**src/design/eds_pkg.sv**
```systemverilog
// shared types, constants and register codes of the escaped delimiter splitter
package eds_pkg;

  // window depth in bytes and depth of the queue between front and back
  localparam int MAX_PATTERN_BYTES = 8;
  localparam int QUEUE_DEPTH       = 4;

  // configuration register indexes
  typedef enum logic [1:0] {
    CFG_DELIM_PATTERN  = 2'd0,
    CFG_DELIM_LENGTH   = 2'd1,
    CFG_ESCAPE_PATTERN = 2'd2,
    CFG_ESCAPE_LENGTH  = 2'd3
  } cfg_index_t;

  // configuration register contents
  typedef struct packed {
    logic [63:0] delimiter_pattern;
    logic [3:0]  delimiter_length;
    logic [63:0] escape_pattern;
    logic [3:0]  escape_length;
  } cfg_t;

  // input word
  typedef struct packed {
    logic [7:0] in_byte;
    logic       has_byte;
    logic       string_end;
  } in_word_t;

  // result word
  typedef struct packed {
    logic [7:0] out_byte;
    logic       byte_valid;
    logic       piece_end;
    logic       list_last;
  } out_word_t;

endpackage

```
**src/design/eds_fifo.sv**
```systemverilog
// small register queue between the front and the back
module eds_fifo
  import eds_pkg::*;
#(
  parameter int DEPTH = QUEUE_DEPTH
) (
  input  logic     clk,
  input  logic     rst_n,
  input  logic     push,
  input  in_word_t push_data,
  output logic     full,
  input  logic     pop,
  output logic     not_empty,
  output in_word_t pop_data
);

  localparam int AW = (DEPTH > 1) ? $clog2(DEPTH) : 1;
  localparam int CW = $clog2(DEPTH + 1);

  in_word_t         mem_r [DEPTH];
  logic [AW-1:0]    wr_ptr_r, wr_ptr_nxt;
  logic [AW-1:0]    rd_ptr_r, rd_ptr_nxt;
  logic [CW-1:0]    count_r, count_nxt;

  assign full      = (count_r == CW'(DEPTH));
  assign not_empty = (count_r != '0);
  assign pop_data  = mem_r[rd_ptr_r];

  // pointer and count update
  always_comb begin
    wr_ptr_nxt = wr_ptr_r;
    rd_ptr_nxt = rd_ptr_r;
    count_nxt  = count_r;
    if (push) begin
      wr_ptr_nxt = (wr_ptr_r == AW'(DEPTH - 1)) ? '0 : wr_ptr_r + 1'b1;
    end
    if (pop) begin
      rd_ptr_nxt = (rd_ptr_r == AW'(DEPTH - 1)) ? '0 : rd_ptr_r + 1'b1;
    end
    if (push && !pop) begin
      count_nxt = count_r + 1'b1;
    end else if (pop && !push) begin
      count_nxt = count_r - 1'b1;
    end
  end

  always_ff @(posedge clk) begin
    if (!rst_n) begin
      wr_ptr_r <= '0;
      rd_ptr_r <= '0;
      count_r  <= '0;
    end else begin
      wr_ptr_r <= wr_ptr_nxt;
      rd_ptr_r <= rd_ptr_nxt;
      count_r  <= count_nxt;
    end
  end

  // storage
  always_ff @(posedge clk) begin
    if (push) begin
      mem_r[wr_ptr_r] <= push_data;
    end
  end

endmodule

```
**src/design/eds_front.sv**
```systemverilog
// front: accepts input words and drops those that carry neither byte nor end
module eds_front
  import eds_pkg::*;
(
  input  logic     in_valid,
  output logic     in_ready,
  input  in_word_t in_data,
  output logic     q_push,
  output in_word_t q_data,
  input  logic     q_full
);

  logic accept;
  logic useful;

  // accept whenever the queue has room
  assign in_ready = !q_full;
  assign accept   = in_valid && !q_full;

  // a word with no byte and no end changes nothing
  assign useful = in_data.has_byte || in_data.string_end;
  assign q_push = accept && useful;

  // zero the byte of a bare end marker
  always_comb begin
    q_data = in_data;
    if (!in_data.has_byte) begin
      q_data.in_byte = '0;
    end
  end

endmodule

```
**src/design/eds_back.sv**
```systemverilog
// back: lookahead window, escape and delimiter matching, result register
module eds_back
  import eds_pkg::*;
#(
  parameter int NB = MAX_PATTERN_BYTES
) (
  input  logic      clk,
  input  logic      rst_n,
  input  cfg_t      cfg,
  input  logic      q_valid,
  input  in_word_t  q_data,
  output logic      q_pop,
  output logic      out_valid,
  input  logic      out_ready,
  output out_word_t out_data
);

  localparam int FW = $clog2(NB + 1);

  logic [7:0]    win_r [NB];
  logic [7:0]    win_nxt [NB];
  logic [7:0]    wv [NB];
  logic [7:0]    shifted [NB];
  logic [FW-1:0] fill_r, fill_nxt, fv;
  logic [FW-1:0] esc_left_r, esc_left_nxt;
  logic          skip_r, skip_nxt;
  logic          drain_r, drain_nxt;
  logic          out_valid_r, out_valid_nxt;
  out_word_t     out_data_r, out_data_nxt;

  logic [FW-1:0] esc_c, del_c, drop_k;
  logic          step, pop, ending;
  logic          do_decide, do_cont, do_final;
  logic          esc_hit, del_hit;

  // clamp pattern lengths to the window depth; a zero delimiter length counts as one
  always_comb begin
    esc_c = (cfg.escape_length > 4'(NB)) ? FW'(NB) : FW'(cfg.escape_length);
    if (cfg.delimiter_length > 4'(NB)) begin
      del_c = FW'(NB);
    end else if (cfg.delimiter_length == '0) begin
      del_c = FW'(1);
    end else begin
      del_c = FW'(cfg.delimiter_length);
    end
  end

  // step control: one result per cycle when the output register is free
  assign step   = !out_valid_r || out_ready;
  assign pop    = step && q_valid && (esc_left_r == '0) && !drain_r;
  assign q_pop  = pop;
  assign ending = drain_r || (pop && q_data.string_end);

  // window as seen this cycle, with the popped byte appended
  always_comb begin
    for (int i = 0; i < NB; i++) begin
      wv[i] = win_r[i];
    end
    fv = fill_r;
    if (pop && q_data.has_byte && (fill_r < FW'(NB))) begin
      for (int i = 0; i < NB; i++) begin
        if (fill_r == FW'(i)) begin
          wv[i] = q_data.in_byte;
        end
      end
      fv = fill_r + 1'b1;
    end
  end

  // parallel compare of the window head against both patterns
  always_comb begin
    esc_hit = (esc_c != '0) && (esc_c <= fv);
    del_hit = (del_c <= fv);
    for (int i = 0; i < NB; i++) begin
      if ((i < int'(esc_c)) && (wv[i] != cfg.escape_pattern[8*i +: 8])) begin
        esc_hit = 1'b0;
      end
      if ((i < int'(del_c)) && (wv[i] != cfg.delimiter_pattern[8*i +: 8])) begin
        del_hit = 1'b0;
      end
    end
  end

  // what this cycle does
  assign do_cont   = step && (esc_left_r != '0);
  assign do_decide = step && (esc_left_r == '0) &&
                     ((pop && !q_data.string_end && (fv == FW'(NB))) ||
                      (ending && (fv != '0)));
  assign do_final  = step && (esc_left_r == '0) && ending && (fv == '0);

  // decision, byte count to drop and result
  always_comb begin
    drop_k        = '0;
    skip_nxt      = skip_r;
    esc_left_nxt  = esc_left_r;
    drain_nxt     = drain_r;
    out_data_nxt  = out_data_r;
    out_valid_nxt = out_valid_r && !out_ready;

    if (do_cont) begin
      // rest of an escape sequence, passed through untested
      drop_k       = FW'(1);
      esc_left_nxt = esc_left_r - 1'b1;
      if (esc_left_r == FW'(1)) begin
        skip_nxt = 1'b1;
      end
      out_data_nxt  = '{out_byte: wv[0], byte_valid: 1'b1, piece_end: 1'b0, list_last: 1'b0};
      out_valid_nxt = 1'b1;
    end else if (do_decide) begin
      out_valid_nxt = 1'b1;
      priority if (skip_r) begin
        // byte after an escape
        drop_k       = FW'(1);
        skip_nxt     = 1'b0;
        out_data_nxt = '{out_byte: wv[0], byte_valid: 1'b1, piece_end: 1'b0,
                         list_last: 1'b0};
      end else if (esc_hit) begin
        drop_k       = FW'(1);
        if (esc_c == FW'(1)) begin
          skip_nxt = 1'b1;
        end else begin
          esc_left_nxt = esc_c - 1'b1;
        end
        out_data_nxt = '{out_byte: wv[0], byte_valid: 1'b1, piece_end: 1'b0,
                         list_last: 1'b0};
      end else if (del_hit) begin
        drop_k       = del_c;
        out_data_nxt = '{out_byte: 8'd0, byte_valid: 1'b0, piece_end: 1'b1,
                         list_last: 1'b0};
      end else begin
        drop_k       = FW'(1);
        out_data_nxt = '{out_byte: wv[0], byte_valid: 1'b1, piece_end: 1'b0,
                         list_last: 1'b0};
      end
    end else if (do_final) begin
      // close the final piece of the string
      skip_nxt      = 1'b0;
      out_data_nxt  = '{out_byte: 8'd0, byte_valid: 1'b0, piece_end: 1'b1, list_last: 1'b1};
      out_valid_nxt = 1'b1;
    end

    if (do_final) begin
      drain_nxt = 1'b0;
    end else if (pop && q_data.string_end) begin
      drain_nxt = 1'b1;
    end
  end

  // drop decided bytes from the window head
  always_comb begin
    for (int i = 0; i < NB; i++) begin
      shifted[i] = 8'd0;
      for (int j = 0; j < NB; j++) begin
        if ((j >= i) && ((j - i) == int'(drop_k))) begin
          shifted[i] = wv[j];
        end
      end
    end
  end

  // next window and fill
  always_comb begin
    for (int i = 0; i < NB; i++) begin
      win_nxt[i] = do_final ? 8'd0 : shifted[i];
    end
    if (do_final) begin
      fill_nxt = '0;
    end else begin
      fill_nxt = fv - drop_k;
    end
  end

  always_ff @(posedge clk) begin
    if (!rst_n) begin
      fill_r      <= '0;
      esc_left_r  <= '0;
      skip_r      <= 1'b0;
      drain_r     <= 1'b0;
      out_valid_r <= 1'b0;
    end else begin
      fill_r      <= fill_nxt;
      esc_left_r  <= esc_left_nxt;
      skip_r      <= skip_nxt;
      drain_r     <= drain_nxt;
      out_valid_r <= out_valid_nxt;
    end
  end

  // window bytes and result payload
  always_ff @(posedge clk) begin
    for (int i = 0; i < NB; i++) begin
      win_r[i] <= win_nxt[i];
    end
    out_data_r <= out_data_nxt;
  end

  assign out_valid = out_valid_r;
  assign out_data  = out_data_r;

endmodule

```
**src/design/escaped_delimiter_splitter.sv**
```systemverilog
// top level of the escaped delimiter splitter: config registers and the front/back split
//
// Splits a byte string on a multi-byte delimiter, honoring an escape string.
// Input channel in_valid/in_ready/in_data: one word per byte of the string,
// string_end set on the last word; a word with has_byte clear and string_end
// set is a bare end marker. Result channel out_valid/out_ready/out_data:
// one word per piece byte or piece end; the last piece end has list_last set.
// Config port cfg_we/cfg_index/cfg_data: write only, one register per cycle,
// to be used while the block is idle.
// The accepted word is written into the queue, read into the window stage,
// and its result is held in the output register; a byte is decided once the
// window is full or the string has ended. Throughput: one word per cycle
// while the string runs and the window stage is free; the rest of an escape
// sequence, the drain of the window at a string end and a receiver stall
// hold the stage. Input words queue up (4 deep) behind it.
// Reset clears the window, the queue and the output, and loads the default
// config: delimiter comma, escape backslash with escaping off.
// A receiver stall holds the result register; the window stage stops, the
// queue fills and in_ready drops.
module escaped_delimiter_splitter
  import eds_pkg::*;
#(
  parameter int NB    = MAX_PATTERN_BYTES,
  parameter int DEPTH = QUEUE_DEPTH
) (
  input  logic       clk,
  input  logic       rst_n,
  input  logic       in_valid,
  output logic       in_ready,
  input  in_word_t   in_data,
  output logic       out_valid,
  input  logic       out_ready,
  output out_word_t  out_data,
  input  logic       cfg_we,
  input  cfg_index_t cfg_index,
  input  logic [63:0] cfg_data
);

  cfg_t     cfg_r, cfg_nxt;
  logic     q_push, q_full, q_pop, q_not_empty;
  in_word_t q_in, q_out;

  // config register writes
  always_comb begin
    cfg_nxt = cfg_r;
    if (cfg_we) begin
      unique case (cfg_index)
        CFG_DELIM_PATTERN:  cfg_nxt.delimiter_pattern = cfg_data;
        CFG_DELIM_LENGTH:   cfg_nxt.delimiter_length  = cfg_data[3:0];
        CFG_ESCAPE_PATTERN: cfg_nxt.escape_pattern    = cfg_data;
        CFG_ESCAPE_LENGTH:  cfg_nxt.escape_length     = cfg_data[3:0];
      endcase
    end
  end

  always_ff @(posedge clk) begin
    if (!rst_n) begin
      cfg_r <= '{delimiter_pattern: 64'd44, delimiter_length: 4'd1,
                 escape_pattern: 64'd92, escape_length: 4'd0};
    end else begin
      cfg_r <= cfg_nxt;
    end
  end

  // accept and classify
  eds_front u_front (
    .in_valid (in_valid),
    .in_ready (in_ready),
    .in_data  (in_data),
    .q_push   (q_push),
    .q_data   (q_in),
    .q_full   (q_full)
  );

  // decoupling queue
  eds_fifo #(
    .DEPTH (DEPTH)
  ) u_fifo (
    .clk       (clk),
    .rst_n     (rst_n),
    .push      (q_push),
    .push_data (q_in),
    .full      (q_full),
    .pop       (q_pop),
    .not_empty (q_not_empty),
    .pop_data  (q_out)
  );

  // window matching and results
  eds_back #(
    .NB (NB)
  ) u_back (
    .clk       (clk),
    .rst_n     (rst_n),
    .cfg       (cfg_r),
    .q_valid   (q_not_empty),
    .q_data    (q_out),
    .q_pop     (q_pop),
    .out_valid (out_valid),
    .out_ready (out_ready),
    .out_data  (out_data)
  );

endmodule
```
**config.mk**
```make
export PLATFORM = sky130hd
export DESIGN_NAME = escaped_delimiter_splitter
export DESIGN_NICKNAME = d
export VERILOG_FILES = /design/src/design/eds_pkg.sv /design/src/design/eds_fifo.sv /design/src/design/eds_front.sv /design/src/design/eds_back.sv /design/src/design/escaped_delimiter_splitter.sv
export SDC_FILE = /design/constraint.sdc
export NUM_CORES = 1
export LEC_CHECK = 0
export ABC_AREA = 1
export BUFFER_PORTS_ARGS = -buffer_cell sky130_fd_sc_hd__clkbuf_2
export CAP_MARGIN = 20
export CELL_PAD_IN_SITES_DETAIL_PLACEMENT = 1
export CELL_PAD_IN_SITES_GLOBAL_PLACEMENT = 1
export CORE_AREA = 3 3 197 199
export DETAILED_ROUTE_END_ITERATION = 16
export DIE_AREA = 0 0 200 202
export PLACE_DENSITY = 0.86
export SKIP_CTS_REPAIR_TIMING = 1
export SYNTH_ARGS = -nofsm -noshare
export SYNTH_HDL_FRONTEND = slang
export SYNTH_SLANG_ARGS = --single-unit
```
**constraint.sdc**
```tcl
create_clock -name clk -period 4.9 [get_ports clk]
set_clock_uncertainty 0.05 [all_clocks]
set_input_delay 0.98 -clock clk [delete_from_list [all_inputs] [get_ports clk]]
set_output_delay 0.98 -clock clk [all_outputs]
set_load 0.01 [all_outputs]
```
==> run_results.csv <==
group,metric,value,unit
die,rows,71,
finish,nets,2817,
logic_synthesis,synth_compound_area_share,15.5,%
placed_design,place.gp.congestion,0.997,
sta,period_share,94.0,%
global_route,antenna_found_initial,0,
global_route,grt_pass1_wl,110000,µm
die,dieArea,40400,µm²
routing,wl_per_cell,22.2,µm
die,die_w,200,µm
placed_design,port_buffers,93,
cts,cts_max_level,2,
logic_synthesis,yosys.area_share.simple,33.8,%
routing,vias_per_cell,5.58,
finish,layout_commonest_cell,"nand2_1",
pwr,p_leak,9.49,nW
cts,numCtsBuffers,34,
global_route,grt-busiest-layer,"met2",
critical_path,worstPathMaxFanout,19,
global_route,grt_overflow_total,0,
sta,final-hold-violation-count,0,
global_route,track_usage,35.5,%
critical_path,reg2reg_setup_slack,0.29,ns
cts,cts_root_buf,"clkbuf_16",
critical_path,crit_arrival,5.00,ns
critical_path,cpMostUsedCell,"nand2_1",
finish,area_delta_synth_final,19.5,%
logic_synthesis,synth_top_family_by_area,"simple AND/OR/NAND/NOR gates",
critical_path,required,5.30,ns
sta,max-slew-margin-rel,25.6,%
cts,clockBufferDepth,3,
critical_path,path_class,"flop to flop",
pwr,clkPwrFrac,24.3,%
logic_synthesis,syn_avg_cell_area,6.53,µm²
global_route,first_global_vias,18800,
routing,drt_iter0_drc,1272,
global_route,grt_util_met1,45.7,%
sta,tightest_slew,1.12,ns
finish,post_route_cells_drive_above_1_share,15.0,%
sta,setup_violations,0,
global_route,grt_max_degree,115,
logic_synthesis,ys_types,46,
die,die_h,202,µm
die,initial_core_util,43.7,%
cts,clkTransAtPathRegs,0.06,ns
placed_design,dpl.hpwl,54100,µm
global_route,met3_usage,5.05,%
logic_synthesis,syn_area,16400,µm²
sta,holdWs,0.411,ns
hold_path,hp-class,"flop to flop",
global_route,use_met2,59.8,%
logic_synthesis,synth-xor-area-share,1.12,%
routing,vias,18100,
cts,clk_latency,0.58,ns
sta,finalMaxSlewViolations,0,
pwr,p_per_area,530,nW/µm²
pwr,p_switching,4.82,mW
logic_synthesis,ys_warn_count,0,
run_status,status,"finished, final reports clean",
logic_synthesis,syn_nets,2614,
sta,period_minus_slack,4.61,ns
cts,cts_tree,"built",
sta,rsz0062_at_grt,"no",
critical_path,start_kind,"flop",
finish,layout_common_cells,"nand2_1, inv_1, nor2_1, dfxtp_1, o21ai_0",
routing,dr.pass1.iters,5,
critical_path,crit_path_end_kind,"flop",
pwr,p_int,5.53,mW
pwr,seq_power_share,27.2,%
pwr,p_sw_share,46.6,%
die,ios,94,
routing,totalWireLength,72100,µm
finish,fin_util,52.3,%
critical_path,critPathMaxStageDelay,0.38,ns
logic_synthesis,synthAdderAreaFrac,2.08,%
logic_synthesis,syn_inst,2507,
routing,drcViolationCount,0,
logic_synthesis,seq_area_frac_synth,36.1,%
critical_path,cp_slowest_cell,"o21ai_1",
pwr,ir_drop,0.000382,V
cts,clock_sinks,271,
logic_synthesis,synthMuxAreaShare,0,%
die,core,37400,µm²
flow_run,max_cap_viol_count,0,
sta,fmax,217,MHz
pwr,p_comb_share,48.5,%
logic_synthesis,yosys_register_bits,271,
routing,antenna_left,0,
finish,fillCellCount,4943,
-- sequential cells by signal (all words and copies together) (netlist names), named ones only --
signal             cells
u_back.esc_left_r      4
u_back.skip_r          1
u_fifo.count_r         3
u_back.out_data       11
u_back.out_valid       1
u_fifo.rd_ptr_r        2
u_fifo.wr_ptr_r        2
cfg_r                136
u_back.drain_r         1
u_back.win_r          64
u_fifo.mem_r          40
u_back.fill_r          4
-- final timing paths --
| check | end | cells past startpoint | from |
|---|---|---|---|
| max | u_back.win_r[1][5]$_SDFF_PP0_ | 27 | u_back.esc_left_r[0]$_SDFFE_PN0P_ |
| min | u_back.out_data[2]$_SDFFE_PP1P_ | 2 | u_back.out_data[2]$_SDFFE_PP1P_ |
| max reg2reg | u_back.win_r[1][5]$_SDFF_PP0_ | 27 | u_back.esc_left_r[0]$_SDFFE_PN0P_ |
| min reg2reg | u_back.out_data[2]$_SDFFE_PP1P_ | 2 | u_back.out_data[2]$_SDFFE_PP1P_ |
-- logic make-up (layout without fill, tap and decap cells) --
group / after synthesis / in the layout
AND/OR/NAND/NOR: 1260 / 1260
AO/OA/AOI/OAI: 468 / 468
buffers and inverters: 461 / 689
flip-flops: 271 / 271
adder cells (fa/ha/maj): 26 / 26
XOR/XNOR: 21 / 21
other: 0 / 1
-- Yosys cell counts, drive strengths merged --
cell | n | area, µm²
nor4 | 1 | 6.26
nor3 | 11 | 60.1
nand3 | 153 | 878
xnor2 | 7 | 61.3
nand4 | 62 | 444
a211oi | 10 | 115
clkinv | 4 | 15.0
nand3b | 38 | 285
o21bai | 18 | 135
o32ai | 1 | 8.76
a311oi | 1 | 8.76
ha | 24 | 300
clkbuf | 58 | 219
o211a | 1 | 10.0
or2 | 2 | 12.5
o21ai | 257 | 1300
inv | 356 | 1340
buf | 43 | 289
dfxtp | 223 | 4460
and3 | 2 | 12.5
fa | 2 | 40.0
o211ai | 4 | 30.0
xor2 | 14 | 123
o21a | 3 | 22.5
a21oi | 134 | 671
edfxtp | 48 | 1440
nor2 | 239 | 966
nand2 | 752 | 2860
o22ai | 39 | 244
-- worst max-delay path: cells and delay by family, from the launching register on --
family	cells	cell delay [ns]
AND/OR/NAND/NOR	17	2.31
flip-flops	1	0.35
adder cells (fa/ha/maj)	1	0.22
AO/OA/AOI/OAI	4	0.74
buffers and inverters	5	0.77
-- layer usage --
| metal | vias to the layer above | share of wire [%] |
|---|---|---|
| met5 | - | 0 |
| met4 | 0 | 4.2 |
| met3 | 143 | 6.0 |
| met2 | 590 | 48 |
| met1 | 8925 | 42 |
| li1 | 8467 | - |
-- power groups by stage --
stage / clock network [mW] / registers, mW / logic, mW
after floorplan: 0 / 2.76 / 2.67
after global placement: 0 / 2.83 / 4.64
after detailed placement: 0 / 2.84 / 4.82
after CTS: 2.54 / 2.80 / 4.87
after global routing: 2.63 / 2.83 / 5.40
final: 2.52 / 2.81 / 5.02
-- metrics by stage --
stage	total power, mW	worst slack (ns)	TNS [ns]	area (µm²)	instances
after floorplan	5.43	0.501	0	16400	2507
after global placement	7.47	-0.148	-2.01	18400	3182
after detailed placement	7.66	-0.355	-11.82	18400	3182
after CTS	10.2	-0.165	-1.44	19500	3243
after global routing	10.9	0.00460	0	19500	3246
final	10.3	0.294	0	19500	3247
-- cell type report --
class	instances	area, µm²	area share (%)
well taps	511	639	3.27
inverters	360	1360	6.94
clock buffers	35	865	4.42
multi-input cells	1775	8640	44.2
flip-flops and latches	271	5910	30.2
clock inverters	26	223	1.14
repair buffers	268	1910	9.76
diodes	1	2.50	0.0128
(Power assumes the default switching activity.)
